[src/rtl/rkde_pkg.sv]
package rkde_pkg;

  localparam int EXP_TABLE_DEPTH = 64;
  localparam int TAB_W = $clog2(EXP_TABLE_DEPTH + 1);
  localparam longint unsigned LN2_Q30 = 64'd744261118;
  localparam int LOG2_10_Q16 = 217706;

  localparam int DIV_NUM_W = 33;
  localparam int DIV_DEN_W = 25;

  localparam logic [1:0] CFG_NOISE = 2'd0;
  localparam logic [1:0] CFG_TX_POWER = 2'd1;
  localparam logic [1:0] CFG_NEAR = 2'd2;
  localparam logic [1:0] CFG_FAR = 2'd3;

  typedef enum logic [3:0] {
    ST_IDLE,
    ST_KSTART,
    ST_KWAIT,
    ST_KMUL,
    ST_KUPD,
    ST_DPREP,
    ST_DSTART,
    ST_DWAIT,
    ST_EXP0,
    ST_EXP1,
    ST_EXP2,
    ST_DONE
  } state_t;

  typedef struct packed {
    logic load_in;
    logic div_start;
    logic div_kalman;
    logic k_load;
    logic kmul;
    logic kupd;
    logic dprep;
    logic dfix;
    logic exp0;
    logic exp1;
    logic exp2;
    logic sel;
    logic load_out;
  } cmd_t;

  typedef struct packed {
    logic div_busy;
  } status_t;

  // 2^(idx/EXP_TABLE_DEPTH) in Q30 from a truncated exponential series.
  function automatic logic [31:0] pow2_point(input int idx);
    longint unsigned y;
    longint unsigned term;
    longint unsigned sum;
    y = longint'(idx) * LN2_Q30 / EXP_TABLE_DEPTH;
    term = 64'd1 << 30;
    sum = term;
    term = ((term * y) >> 30) / 1;  sum = sum + term;
    term = ((term * y) >> 30) / 2;  sum = sum + term;
    term = ((term * y) >> 30) / 3;  sum = sum + term;
    term = ((term * y) >> 30) / 4;  sum = sum + term;
    term = ((term * y) >> 30) / 5;  sum = sum + term;
    term = ((term * y) >> 30) / 6;  sum = sum + term;
    term = ((term * y) >> 30) / 7;  sum = sum + term;
    term = ((term * y) >> 30) / 8;  sum = sum + term;
    term = ((term * y) >> 30) / 9;  sum = sum + term;
    term = ((term * y) >> 30) / 10; sum = sum + term;
    term = ((term * y) >> 30) / 11; sum = sum + term;
    term = ((term * y) >> 30) / 12; sum = sum + term;
    term = ((term * y) >> 30) / 13; sum = sum + term;
    term = ((term * y) >> 30) / 14; sum = sum + term;
    return sum[31:0];
  endfunction

endpackage

[src/rtl/rssi_kalman_distance_estimator.sv]
// Channel  Handshake               Payload
// in       in_valid / in_ready     raw_rssi
// out      out_valid / out_ready   filtered_rssi, kalman_gain, error_variance,
//                                  raw_distance, filtered_distance
// cfg      cfg_valid / cfg_ready   cfg_index, cfg_data
//
// A request is carried through in full before the next one is taken, and the next
// request is taken once the result has moved to the output register: a shared 33-step
// restoring divider runs three times (Kalman gain, then one distance division per RSSI value).
// A finished result sits in the output register while the next request is taken;
// a second result waits in the controller until the first one is taken.
// Synchronous reset restores the register defaults and the initial estimate.
// Configuration writes are always accepted.
module rssi_kalman_distance_estimator (
  input  logic               clk,
  input  logic               rst,
  input  logic               in_valid,
  output logic               in_ready,
  input  logic signed [7:0]  raw_rssi,
  output logic               out_valid,
  input  logic               out_ready,
  output logic signed [15:0] filtered_rssi,
  output logic [16:0]        kalman_gain,
  output logic [16:0]        error_variance,
  output logic [31:0]        raw_distance,
  output logic [31:0]        filtered_distance,
  input  logic               cfg_valid,
  output logic               cfg_ready,
  input  logic [1:0]         cfg_index,
  input  logic [23:0]        cfg_data
);

  rkde_pkg::cmd_t cmd;
  rkde_pkg::status_t status;

  assign cfg_ready = 1'b1;

  rkde_ctrl u_ctrl (
    .clk      (clk),
    .rst      (rst),
    .in_valid (in_valid),
    .in_ready (in_ready),
    .out_valid(out_valid),
    .out_ready(out_ready),
    .status   (status),
    .cmd      (cmd)
  );

  rkde_datapath u_dp (
    .clk              (clk),
    .rst              (rst),
    .cmd              (cmd),
    .status           (status),
    .cfg_valid        (cfg_valid),
    .cfg_index        (cfg_index),
    .cfg_data         (cfg_data),
    .raw_rssi         (raw_rssi),
    .filtered_rssi    (filtered_rssi),
    .kalman_gain      (kalman_gain),
    .error_variance   (error_variance),
    .raw_distance     (raw_distance),
    .filtered_distance(filtered_distance)
  );

endmodule

[src/rtl/rkde_div.sv]
module rkde_div (
  input  logic                               clk,
  input  logic                               rst,
  input  logic                               start,
  input  logic [rkde_pkg::DIV_NUM_W-1:0]     num,
  input  logic [rkde_pkg::DIV_DEN_W-1:0]     den,
  output logic                               busy,
  output logic [rkde_pkg::DIV_NUM_W-1:0]     quo,
  output logic [rkde_pkg::DIV_DEN_W-1:0]     rem
);

  localparam int CNT_W = $clog2(rkde_pkg::DIV_NUM_W + 1);

  logic [CNT_W-1:0] cnt;
  logic [rkde_pkg::DIV_DEN_W-1:0] den_r;
  logic [rkde_pkg::DIV_DEN_W:0] trial;
  logic take;

  // Restoring division: the numerator shifts out of quo while quotient bits shift in.
  assign trial = {rem, quo[rkde_pkg::DIV_NUM_W-1]};
  assign take = trial >= {1'b0, den_r};

  always_ff @(posedge clk) begin
    if (rst) begin
      cnt <= '0;
      busy <= 1'b0;
    end else if (start) begin
      cnt <= CNT_W'(rkde_pkg::DIV_NUM_W);
      busy <= 1'b1;
    end else if (busy) begin
      cnt <= cnt - 1'b1;
      busy <= (cnt != CNT_W'(1));
    end
  end

  always_ff @(posedge clk) begin
    if (start) begin
      quo <= num;
      rem <= '0;
      den_r <= den;
    end else if (busy) begin
      quo <= {quo[rkde_pkg::DIV_NUM_W-2:0], take};
      rem <= take ? rkde_pkg::DIV_DEN_W'(trial - {1'b0, den_r})
                  : trial[rkde_pkg::DIV_DEN_W-1:0];
    end
  end

endmodule

[src/rtl/rkde_ctrl.sv]
module rkde_ctrl (
  input  logic             clk,
  input  logic             rst,
  input  logic             in_valid,
  output logic             in_ready,
  output logic             out_valid,
  input  logic             out_ready,
  input  rkde_pkg::status_t status,
  output rkde_pkg::cmd_t   cmd
);

  rkde_pkg::state_t state, state_next;
  logic sel, sel_next;
  logic out_valid_next;

  always_ff @(posedge clk) begin
    if (rst) begin
      state <= rkde_pkg::ST_IDLE;
      sel <= 1'b0;
      out_valid <= 1'b0;
    end else begin
      state <= state_next;
      sel <= sel_next;
      out_valid <= out_valid_next;
    end
  end

  always_comb begin
    state_next = state;
    sel_next = sel;
    cmd = '0;
    cmd.sel = sel;
    in_ready = 1'b0;
    case (state)
      rkde_pkg::ST_IDLE: begin
        in_ready = 1'b1;
        if (in_valid) begin
          cmd.load_in = 1'b1;
          state_next = rkde_pkg::ST_KSTART;
        end
      end
      rkde_pkg::ST_KSTART: begin
        cmd.div_start = 1'b1;
        cmd.div_kalman = 1'b1;
        state_next = rkde_pkg::ST_KWAIT;
      end
      rkde_pkg::ST_KWAIT: begin
        if (!status.div_busy) begin
          cmd.k_load = 1'b1;
          state_next = rkde_pkg::ST_KMUL;
        end
      end
      rkde_pkg::ST_KMUL: begin
        cmd.kmul = 1'b1;
        state_next = rkde_pkg::ST_KUPD;
      end
      rkde_pkg::ST_KUPD: begin
        cmd.kupd = 1'b1;
        sel_next = 1'b0;
        state_next = rkde_pkg::ST_DPREP;
      end
      rkde_pkg::ST_DPREP: begin
        cmd.dprep = 1'b1;
        state_next = rkde_pkg::ST_DSTART;
      end
      rkde_pkg::ST_DSTART: begin
        cmd.div_start = 1'b1;
        state_next = rkde_pkg::ST_DWAIT;
      end
      rkde_pkg::ST_DWAIT: begin
        if (!status.div_busy) begin
          cmd.dfix = 1'b1;
          state_next = rkde_pkg::ST_EXP0;
        end
      end
      rkde_pkg::ST_EXP0: begin
        cmd.exp0 = 1'b1;
        state_next = rkde_pkg::ST_EXP1;
      end
      rkde_pkg::ST_EXP1: begin
        cmd.exp1 = 1'b1;
        state_next = rkde_pkg::ST_EXP2;
      end
      rkde_pkg::ST_EXP2: begin
        cmd.exp2 = 1'b1;
        if (sel) begin
          state_next = rkde_pkg::ST_DONE;
        end else begin
          sel_next = 1'b1;
          state_next = rkde_pkg::ST_DPREP;
        end
      end
      rkde_pkg::ST_DONE: begin
        if (!out_valid || out_ready) begin
          cmd.load_out = 1'b1;
          state_next = rkde_pkg::ST_IDLE;
        end
      end
      default: begin
        state_next = rkde_pkg::ST_IDLE;
      end
    endcase
  end

  always_comb begin
    if (cmd.load_out) begin
      out_valid_next = 1'b1;
    end else if (out_ready) begin
      out_valid_next = 1'b0;
    end else begin
      out_valid_next = out_valid;
    end
  end

endmodule

[src/rtl/rkde_datapath.sv]
module rkde_datapath (
  input  logic                clk,
  input  logic                rst,
  input  rkde_pkg::cmd_t      cmd,
  output rkde_pkg::status_t   status,
  input  logic                cfg_valid,
  input  logic [1:0]          cfg_index,
  input  logic [23:0]         cfg_data,
  input  logic signed [7:0]   raw_rssi,
  output logic signed [15:0]  filtered_rssi,
  output logic [16:0]         kalman_gain,
  output logic [16:0]         error_variance,
  output logic [31:0]         raw_distance,
  output logic [31:0]         filtered_distance
);

  localparam int TW = rkde_pkg::TAB_W;
  localparam int POS_W = 16 + TW;

  // Configuration registers.
  logic [23:0] noise;
  logic signed [15:0] tx_power;
  logic [7:0] near_div;
  logic [7:0] far_div;

  always_ff @(posedge clk) begin
    if (rst) begin
      noise <= 24'd66;
      tx_power <= -16'sd11648;
      near_div <= 8'd17;
      far_div <= 8'd25;
    end else if (cfg_valid) begin
      case (cfg_index)
        rkde_pkg::CFG_NOISE: noise <= cfg_data;
        rkde_pkg::CFG_TX_POWER: tx_power <= cfg_data[15:0];
        rkde_pkg::CFG_NEAR: near_div <= cfg_data[7:0];
        rkde_pkg::CFG_FAR: far_div <= cfg_data[7:0];
        default: noise <= noise;
      endcase
    end
  end

  // Filter state.
  logic signed [15:0] est;
  logic [16:0] var_p;
  logic signed [15:0] raw_q;
  logic [16:0] k;
  logic signed [35:0] prod_e;
  logic [33:0] prod_p;

  // Shared divider.
  logic [rkde_pkg::DIV_NUM_W-1:0] div_num, div_quo;
  logic [rkde_pkg::DIV_DEN_W-1:0] div_den, div_rem;
  logic div_busy;
  logic [rkde_pkg::DIV_DEN_W-1:0] k_den;

  // Distance path.
  logic signed [35:0] prod_d;
  logic [7:0] n_q;
  logic signed [28:0] e_q;
  logic sat_q;
  logic signed [12:0] ip_q;
  logic [31:0] lo_q;
  logic [31:0] span_q;
  logic [15:0] rem_q;
  logic [47:0] mprod;
  logic [31:0] raw_dist_q, filt_dist_q;

  assign k_den = rkde_pkg::DIV_DEN_W'(var_p) + rkde_pkg::DIV_DEN_W'(noise);

  // Distance operands for the divider.
  logic signed [27:0] dd_a;
  logic [26:0] dd_mag;
  logic dd_neg;
  assign dd_neg = prod_d[35];
  assign dd_a = prod_d[35:8];
  assign dd_mag = dd_neg ? 27'(-dd_a) : dd_a[26:0];

  always_comb begin
    if (cmd.div_kalman) begin
      div_num = {var_p, 16'b0};
      div_den = k_den;
    end else begin
      div_num = rkde_pkg::DIV_NUM_W'(dd_mag);
      div_den = rkde_pkg::DIV_DEN_W'(n_q);
    end
  end

  rkde_div u_div (
    .clk  (clk),
    .rst  (rst),
    .start(cmd.div_start),
    .num  (div_num),
    .den  (div_den),
    .busy (div_busy),
    .quo  (div_quo),
    .rem  (div_rem)
  );

  assign status.div_busy = div_busy;

  // Kalman update.
  logic signed [17:0] diff;
  logic signed [35:0] upd_sum;
  assign diff = 18'(raw_q) - 18'(est);
  assign upd_sum = prod_e + 36'sd32768;

  always_ff @(posedge clk) begin
    if (rst) begin
      est <= 16'sd512;
      var_p <= 17'd65536;
    end else if (cmd.kupd) begin
      est <= est + upd_sum[31:16];
      var_p <= prod_p[32:16];
    end
  end

  always_ff @(posedge clk) begin
    if (cmd.load_in) begin
      raw_q <= {raw_rssi, 8'b0};
    end
    if (cmd.k_load) begin
      // A zero denominator only happens with zero variance and zero noise.
      k <= (k_den == '0) ? 17'd0 : div_quo[16:0];
    end
    if (cmd.kmul) begin
      prod_e <= $signed({1'b0, k}) * diff;
      prod_p <= (17'd65536 - k) * var_p;
    end
  end

  // Distance preparation.
  logic signed [15:0] dsrc;
  logic signed [16:0] dist_d;
  logic [7:0] n_sel;
  assign dsrc = cmd.sel ? est : raw_q;
  assign dist_d = 17'(tx_power) - 17'(dsrc);
  assign n_sel = (dsrc >= tx_power) ? near_div : far_div;

  // Floor division fixup and exponent.
  logic [27:0] q_up;
  logic signed [28:0] q_f;
  assign q_up = 28'(div_quo[26:0]) + 28'(div_rem != '0);
  assign q_f = dd_neg ? -29'(q_up) : 29'(div_quo[26:0]);

  // Table lookup with linear interpolation.
  logic [31:0] exp_tab [0:rkde_pkg::EXP_TABLE_DEPTH];
  for (genvar g = 0; g <= rkde_pkg::EXP_TABLE_DEPTH; g++) begin : g_tab
    assign exp_tab[g] = rkde_pkg::pow2_point(g);
  end

  logic [POS_W-1:0] pos;
  logic [TW-1:0] idx_lo, idx_hi;
  assign pos = POS_W'(e_q[15:0]) * POS_W'(rkde_pkg::EXP_TABLE_DEPTH);
  assign idx_lo = pos[POS_W-1:16];
  assign idx_hi = idx_lo + 1'b1;

  // Scale the mantissa by the integer power with round half up.
  logic [32:0] mant;
  logic signed [12:0] sh;
  logic [34:0] rnd;
  logic [34:0] scaled;
  logic [31:0] dist_val;
  assign mant = 33'(lo_q) + 33'(mprod[47:16]);
  assign sh = 13'sd30 - ip_q;
  assign rnd = (35'(mant) + (35'd1 << (sh[5:0] - 6'd1))) >> sh[5:0];

  always_comb begin
    if (ip_q >= 13'sd30) begin
      scaled = 35'(mant) << ip_q[0];
    end else if (ip_q < -13'sd3) begin
      scaled = '0;
    end else begin
      scaled = rnd;
    end
    if (sat_q || scaled > 35'h0FFFFFFFF) begin
      dist_val = 32'hFFFFFFFF;
    end else begin
      dist_val = scaled[31:0];
    end
  end

  always_ff @(posedge clk) begin
    if (cmd.dprep) begin
      prod_d <= 36'(dist_d) * 36'(rkde_pkg::LOG2_10_Q16);
      n_q <= (n_sel == 8'd0) ? 8'd1 : n_sel;
    end
    if (cmd.dfix) begin
      e_q <= q_f + 29'sd524288;
    end
    if (cmd.exp0) begin
      sat_q <= e_q >= 29'sd2097152;
      ip_q <= e_q[28:16];
      lo_q <= exp_tab[idx_lo];
      span_q <= exp_tab[idx_hi] - exp_tab[idx_lo];
      rem_q <= pos[15:0];
    end
    if (cmd.exp1) begin
      mprod <= span_q * rem_q;
    end
    if (cmd.exp2) begin
      if (cmd.sel) begin
        filt_dist_q <= dist_val;
      end else begin
        raw_dist_q <= dist_val;
      end
    end
    if (cmd.load_out) begin
      filtered_rssi <= est;
      kalman_gain <= k;
      error_variance <= var_p;
      raw_distance <= raw_dist_q;
      filtered_distance <= filt_dist_q;
    end
  end

endmodule
[config.mk]
export PLATFORM = sky130hd
export DESIGN_NAME = rssi_kalman_distance_estimator
export DESIGN_NICKNAME = d
export VERILOG_FILES = /design/src/rtl/rkde_pkg.sv /design/src/rtl/rssi_kalman_distance_estimator.sv /design/src/rtl/rkde_div.sv /design/src/rtl/rkde_ctrl.sv /design/src/rtl/rkde_datapath.sv
export SDC_FILE = /design/constraint.sdc
export NUM_CORES = 2
export LEC_CHECK = 0
export BUFFER_PORTS_ARGS = -buffer_cell sky130_fd_sc_hd__clkbuf_2
export CORE_MARGIN = 5
export CORE_UTILIZATION = 60
export CTS_CLUSTER_DIAMETER = 60
export CTS_CLUSTER_SIZE = 12
export DETAILED_ROUTE_END_ITERATION = 6
export PLACE_DENSITY = 0.81
export SYNTH_ARGS = -nofsm -noshare
export SYNTH_HDL_FRONTEND = slang
export SYNTH_HIERARCHICAL = 1
export SYNTH_SLANG_ARGS = --single-unit
[constraint.sdc]
create_clock -name clk -period 12.01 [get_ports clk]
set_clock_uncertainty 0.15 [all_clocks]
set_input_delay 2.402 -clock clk [delete_from_list [all_inputs] [get_ports clk]]
set_output_delay 2.402 -clock clk [all_outputs]
set_load 0.01 [all_outputs]
Word level (Yosys, flattened, before mapping)
Memory sizes are Yosys's and may differ from the RTL's.
Cells that the tools add are included.
{"block": "totals", "register_bits": 655, "rom_bits": 8192, "inputBits": 39, "output_inout_bits": 117, "word_cells": 158, "n_memories": 2}
{"name": "(name not given)", "depth": 128, "word_bits": 32, "read_ports": 1, "rd_ports_with_merged_regs": 0, "wr": 0, "line": "rkde_datapath.sv:194", "text": "lo_q <= exp_tab[idx_lo];"}
{"name": "(name not given)", "depth": 128, "word_bits": 32, "read_ports": 1, "rd_ports_with_merged_regs": 0, "wr": 0, "line": "rkde_datapath.sv:195", "text": "span_q <= exp_tab[idx_hi] - exp_tab[idx_lo];"}
{"block": "classes", "n_addsub": 18, "n_mul": 4, "n_lt_le_gt_ge": 8, "n_eq_ne": 19, "n_shift": 3, "n_mux": 45, "bitwise_logic": 3, "reduce_logical": 20}
{"cell": "$mux W32", "n": 5}
{"cell": "$mux W33", "n": 3}
{"cell": "$mux W35", "n": 2}
{"cell": "$pmux W4 S12", "n": 1}
{"cell": "$mul A32 B10 Y42", "n": 1}
{"cell": "$add A33 B35 Y35", "n": 1}
{"cell": "$gt A35 B32 Y1 const B", "n": 1}
{"cell": "$mul A17 B18 Y35 const B", "n": 1}
{"cell": "$shl A1 B6 Y35 const A", "n": 1}
{"cell": "$shl A33 B1 Y35", "n": 1}
{"cell": "$shr A35 B6 Y35", "n": 1}
{"cell": "$mul A34 B17 Y33", "n": 1}
{"cell": "$sub A16 B16 Y17", "n": 2}
{"cell": "$add A32 B32 Y33", "n": 1}
{"cell": "$add A32 B17 Y32 const B", "n": 1}
{"cell": "$mul A18 B17 Y32", "n": 1}
{"cell": "$sub A32 B32 Y32", "n": 1}
{"cell": "$add A29 B21 Y29 const B", "n": 1}
{"cell": "$ge A29 B23 Y1 const B", "n": 1}
{"cell": "$mux W29", "n": 1}
{"cell": "$neg A28 Y29", "n": 1}
{"cell": "$add A27 B1 Y28", "n": 1}
{"cell": "$mux W27", "n": 1}
{"cell": "$neg A27 Y27", "n": 1}
{"cell": "42 further kinds", "n": 88}

Depth between registers and ports, before layout
{"block": "depth", "word_depth": 10, "mapped_depth": 39, "mapped_depth_nobuf": 36}

Hierarchy
The synthesis kept the hierarchy.
{"mod": "rkde_datapath", "n_inst": 1, "cells_per_inst": 7827, "area_per_inst_um2": 70144.8, "seq_area_each_um2": 14393.8}
{"mod": "rkde_div", "n_inst": 1, "cells_per_inst": 506, "area_per_inst_um2": 5171.2, "seq_area_each_um2": 2382.3}
{"mod": "rkde_ctrl", "n_inst": 1, "cells_per_inst": 72, "area_per_inst_um2": 520.5, "seq_area_each_um2": 120.1}
{"mod": "rssi_kalman_distance_estimator", "n_inst": 1, "cells_per_inst": 2, "area_per_inst_um2": 11.3, "seq_area_each_um2": 0.0}

Least setup slack after synthesis
Ideal clock, no wire load.
{"block": "synth_timing", "kind": "reg-to-reg", "startpoint": "register u_ctrl.sel", "endpoint": "register u_dp.prod_d[34], data pin", "setup_time_ns": 0.258, "arrival_time_ns": 8.703, "required_time_ns": 11.602, "setup_slack_ns": 2.900, "path_stages_with_launch": 37, "n_path_buf": 3, "synth_period_minus_slack_ns": 9.110, "cell_sequence": "dfxtp_1 buf_4 clkbuf_1 clkbuf_1 nand2_1 ha_1 nor2b_1 o21ai_0 a21boi_0 o21ai_0 nand2_1 a21o_1 a21oi_1 a2bb2oi_1 a2111oi_0 o31ai_1 nand2_1 xor2_1 ha_1 inv_1 fa_1 inv_1 fa_1 fa_1 fa_1 fa_1 ha_1 a21o_1 a21oi_1 o21ai_0 o31ai_1 a21oi_1 o211ai_1 nand3_1 or2_2 a21oi_1 xnor2_1"}
{"block": "synth_via", "elab_chain_cells": 3}
{"element": "start: declaration", "line": "rkde_ctrl.sv:13", "text": "logic sel, sel_next;"}
{"element": "start signal: assignment", "line": "rkde_ctrl.sv:23", "text": "sel <= sel_next;"}
{"element": "$mux W16", "line": "rkde_datapath.sv:136", "text": "assign dsrc = cmd.sel ? est : raw_q;"}
{"element": "$sub A16 B16 Y17", "line": "rkde_datapath.sv:137", "text": "assign dist_d = 17'(tx_power) - 17'(dsrc);"}
{"element": "$mul A17 B18 Y35", "line": "rkde_datapath.sv:185", "text": "prod_d <= 36'(dist_d) * 36'(rkde_pkg::LOG2_10_Q16);"}
{"element": "end signal: assignment", "line": "rkde_datapath.sv:185"}
{"element": "end: declaration", "line": "rkde_datapath.sv:58", "text": "logic signed [35:0] prod_d;"}
Every way passes these cells.
A chain may end at the register's enable or synchronous reset.

Worst setup path after layout
Same ends and word-level chain as after synthesis.

==> metrics.txt <==
peak supply drop 0.528 mV; Root Buffer clkbuf_16; via/cell ratio 6.19; FMAX 0.101 GHz; Detail Placement HPWL 171000 um; Pins Over Slew Limit 0; core area 126000 um^2; CTS tree built; Die ar. 134000 um^2; worst skew pair latency 710 ps; share of cells above drive strength 1 6.93%; Initial Util 60.4%; WS Path Type reg -> reg; worst hold path type reg -> reg; Initial DRC Count 6459; status finished, final reports clean; Relative slew margins 15.6%; die height 366 um; max-cap violations 0; CP Max Fanout 22; post-synthesis area per instance 9.02 um^2; RSZ-0062 raised after global routing no; GR Overflow Total 0; endpoints failing setup 0; initial antenna violation count 11; max incr delay on CP 950 ps; clock slew at reported path FFs 60 ps; # DRC 0; fin crit period 9910 ps; post-CTS resize count 0; Syn. warnings 6; Setup Total Neg Slack 0 ps; PnR Total Power 16.6 mW; Cell Area, Synth 75800 um^2; crit-path most repeated cell fa_1; CP Capture Type flop; worst reg-to-reg setup slack 2100 ps; endpoints failing hold 0; CP Launch Type flop; Post-Syn Instances 8407; Num CTS Buffers 77; drt first pass iters 7; Pwr Density 206 nW/um^2; FP Rows 130; slowest cell on the critical path dfxtp_1; largest net degree at the start of global routing 83; Clock Tree Buf Depth 3; post-synth net total 9959; vias 62200; clock sink total 605; Antenna Nets Post-Route 0; WL final 225000 um; Unique masters post-synth 121; Static Leakage 35.9 nW; Yosys reg bits 605; Worst Tran Pin Value 1260 ps; H-tree depth 3; global-route wire length before repair 353000 um; Die W 366 um; cts hold-fix bufs 0; EDFF count, synth 478; Area Overhead vs Synth 6.36%; DR WL/cell 22.3 um; WP data arrival 10230 ps; Post-CTS Repair Setup Buffers 0; critical path required time 12330 ps; Finished Core Util 64.2%; total track usage 33.7%; period utilization 82.5%; asr flop ratio synth 0%; IO Count 156; Final Net Count 9893; Final GP Congestion 0.999; sequential share of the synthesized area 22.3%; Most used DFF post-synth edfxtp_1; port bufs 154; vias in the first global route 63500
==> cell usage in the layout (no fill, tap or decap), types with 98 or more instances in the layout <==
master    instances
nor2_1          508
fa_1            845
o21ai_0         284
mux2i_1         118
and2_1          451
a211oi_1        109
xnor2_1         202
nand2_1        1058
a21oi_1         398
nor3_1          159
ha_1            667
edfxtp_1        478
nand3_1         123
a21o_1           98
clkbuf_2        153
xor2_1          101
buf_4           138
dfxtp_1         126
inv_1          1132
==> cells in the mapped netlist (all sizes together), types with 24 or more instances <==
| library cell | n | share of area [%] |
|---|---|---|
| o31ai | 37 | 0.37 |
| o21a | 72 | 0.71 |
| a21o | 98 | 0.97 |
| o21bai | 36 | 0.36 |
| edfxtp | 478 | 19 |
| nor2 | 511 | 2.5 |
| xor2 | 106 | 1.2 |
| a211oi | 111 | 1.1 |
| nand3 | 126 | 0.85 |
| buf | 71 | 0.46 |
| a31oi | 62 | 0.52 |
| xnor2 | 212 | 2.4 |
| dfxtp | 127 | 3.4 |
| o21ai | 298 | 2.0 |
| and2 | 455 | 3.8 |
| nor2b | 45 | 0.38 |
| nand2 | 1058 | 5.2 |
| or2 | 25 | 0.21 |
| nand2b | 69 | 0.57 |
| o211ai | 92 | 0.92 |
| a21oi | 400 | 2.6 |
| mux2 | 66 | 0.99 |
| nor4 | 38 | 0.34 |
| clkbuf | 365 | 1.8 |
| fa | 845 | 22 |
| a311oi | 25 | 0.30 |
| ha | 668 | 11 |
| nand4 | 47 | 0.40 |
| o311ai | 32 | 0.37 |
| nor3 | 165 | 1.1 |
| o221ai | 24 | 0.28 |
| mux2i | 118 | 1.6 |
| or3 | 39 | 0.32 |
| and3 | 57 | 0.48 |
| inv | 1136 | 5.6 |
==> power breakdown <==
part           total (mW)  internal [mW]  switching (mW)  leakage [nW]
logic                11.3           4.97            6.30          29.3
registers            3.12           2.98           0.141          5.37
clock network        2.26           1.27           0.998          1.19
==> worst max-delay path, delay by kind of cell (launching register included) <==
family	cells	cell delay, ps
adders and majority gates	8	3590
AOI/OAI and AO/OA	15	3170
and+or+nand+nor	6	1080
DFF	1	950
xor gates and xnor gates	2	550
buffers and inverters	2	160
==> layout make-up <==
class / count / area (um^2)
multi-input cells: 6220 / 53100
fillers: 10200 / 44900
clock buffers: 91 / 2000
inverters: 1146 / 4300
flip-flops and latches: 605 / 16900
diodes: 7 / 17.5
repair buffers: 291 / 1800
clock inverters: 42 / 462
well taps: 1650 / 2060
==> sequential cells by signal, summed over array words and instances, names as in the netlist, 24 cells and up <==
signal,flops
u_dp/u_div/quo,33
u_dp/filt_dist_q,32
u_dp/filtered_distance,32
u_dp/mprod,32
u_dp/raw_dist_q,32
u_dp/raw_distance,32
u_dp/span_q,32
u_dp/lo_q,30
u_dp/e_q,29
u_dp/prod_d,28
u_dp/u_div/den_r,25
u_dp/u_div/rem,25
u_dp/noise,24
==> per-stage QoR <==
stage                     cell area (um^2)  setup slack (ps)  hold slack, ps  instances
after floorplan                      75800              2900             250       8407
after global placement               78200              2240             251       9912
after detailed placement             78200              2110             255       9912
after CTS                            80700              2090             264      10000
after global routing                 80700              1390             268      10000
final                                80700              2100             263      10100
==> worst paths after layout <==
kind / from / endpoint / cells after the start
hold reg to reg: u_dp/e_q[0]$_DFFE_PP_ / u_dp/rem_q[6]$_DFFE_PP_ / 0
setup reg to reg: u_ctrl/sel$_SDFFE_PP0P_ / u_dp/prod_d[34]$_DFFE_PP_ / 33
hold / removal: u_dp/e_q[0]$_DFFE_PP_ / u_dp/rem_q[6]$_DFFE_PP_ / 0
setup / recovery: u_ctrl/sel$_SDFFE_PP0P_ / u_dp/prod_d[34]$_DFFE_PP_ / 33
==> kinds of logic (layout without fill, tap and decap cells) <==
kind of cell / Yosys count / in the layout / share of synthesized area, %
fa+ha+maj: 1514 / 1514 / 33.3
compound gates: 1496 / 1496 / 13.0
xor+xnor: 322 / 322 / 3.80
flops: 605 / 605 / 22.3
buf+inv: 1582 / 1570 / 7.94
simple gates: 2696 / 2696 / 16.9
other cells: 1 / 8 / 0.00494
mux: 191 / 191 / 2.76
==> layer usage <==
metal	share of wire, %	GRT usage, %
met1	38	41.8
met2	47	55.2
met3	8.8	6.54
met4	6.9	19.7
met5	0.0058	0
No activity file was read; power rests on OpenSTA's default activity.
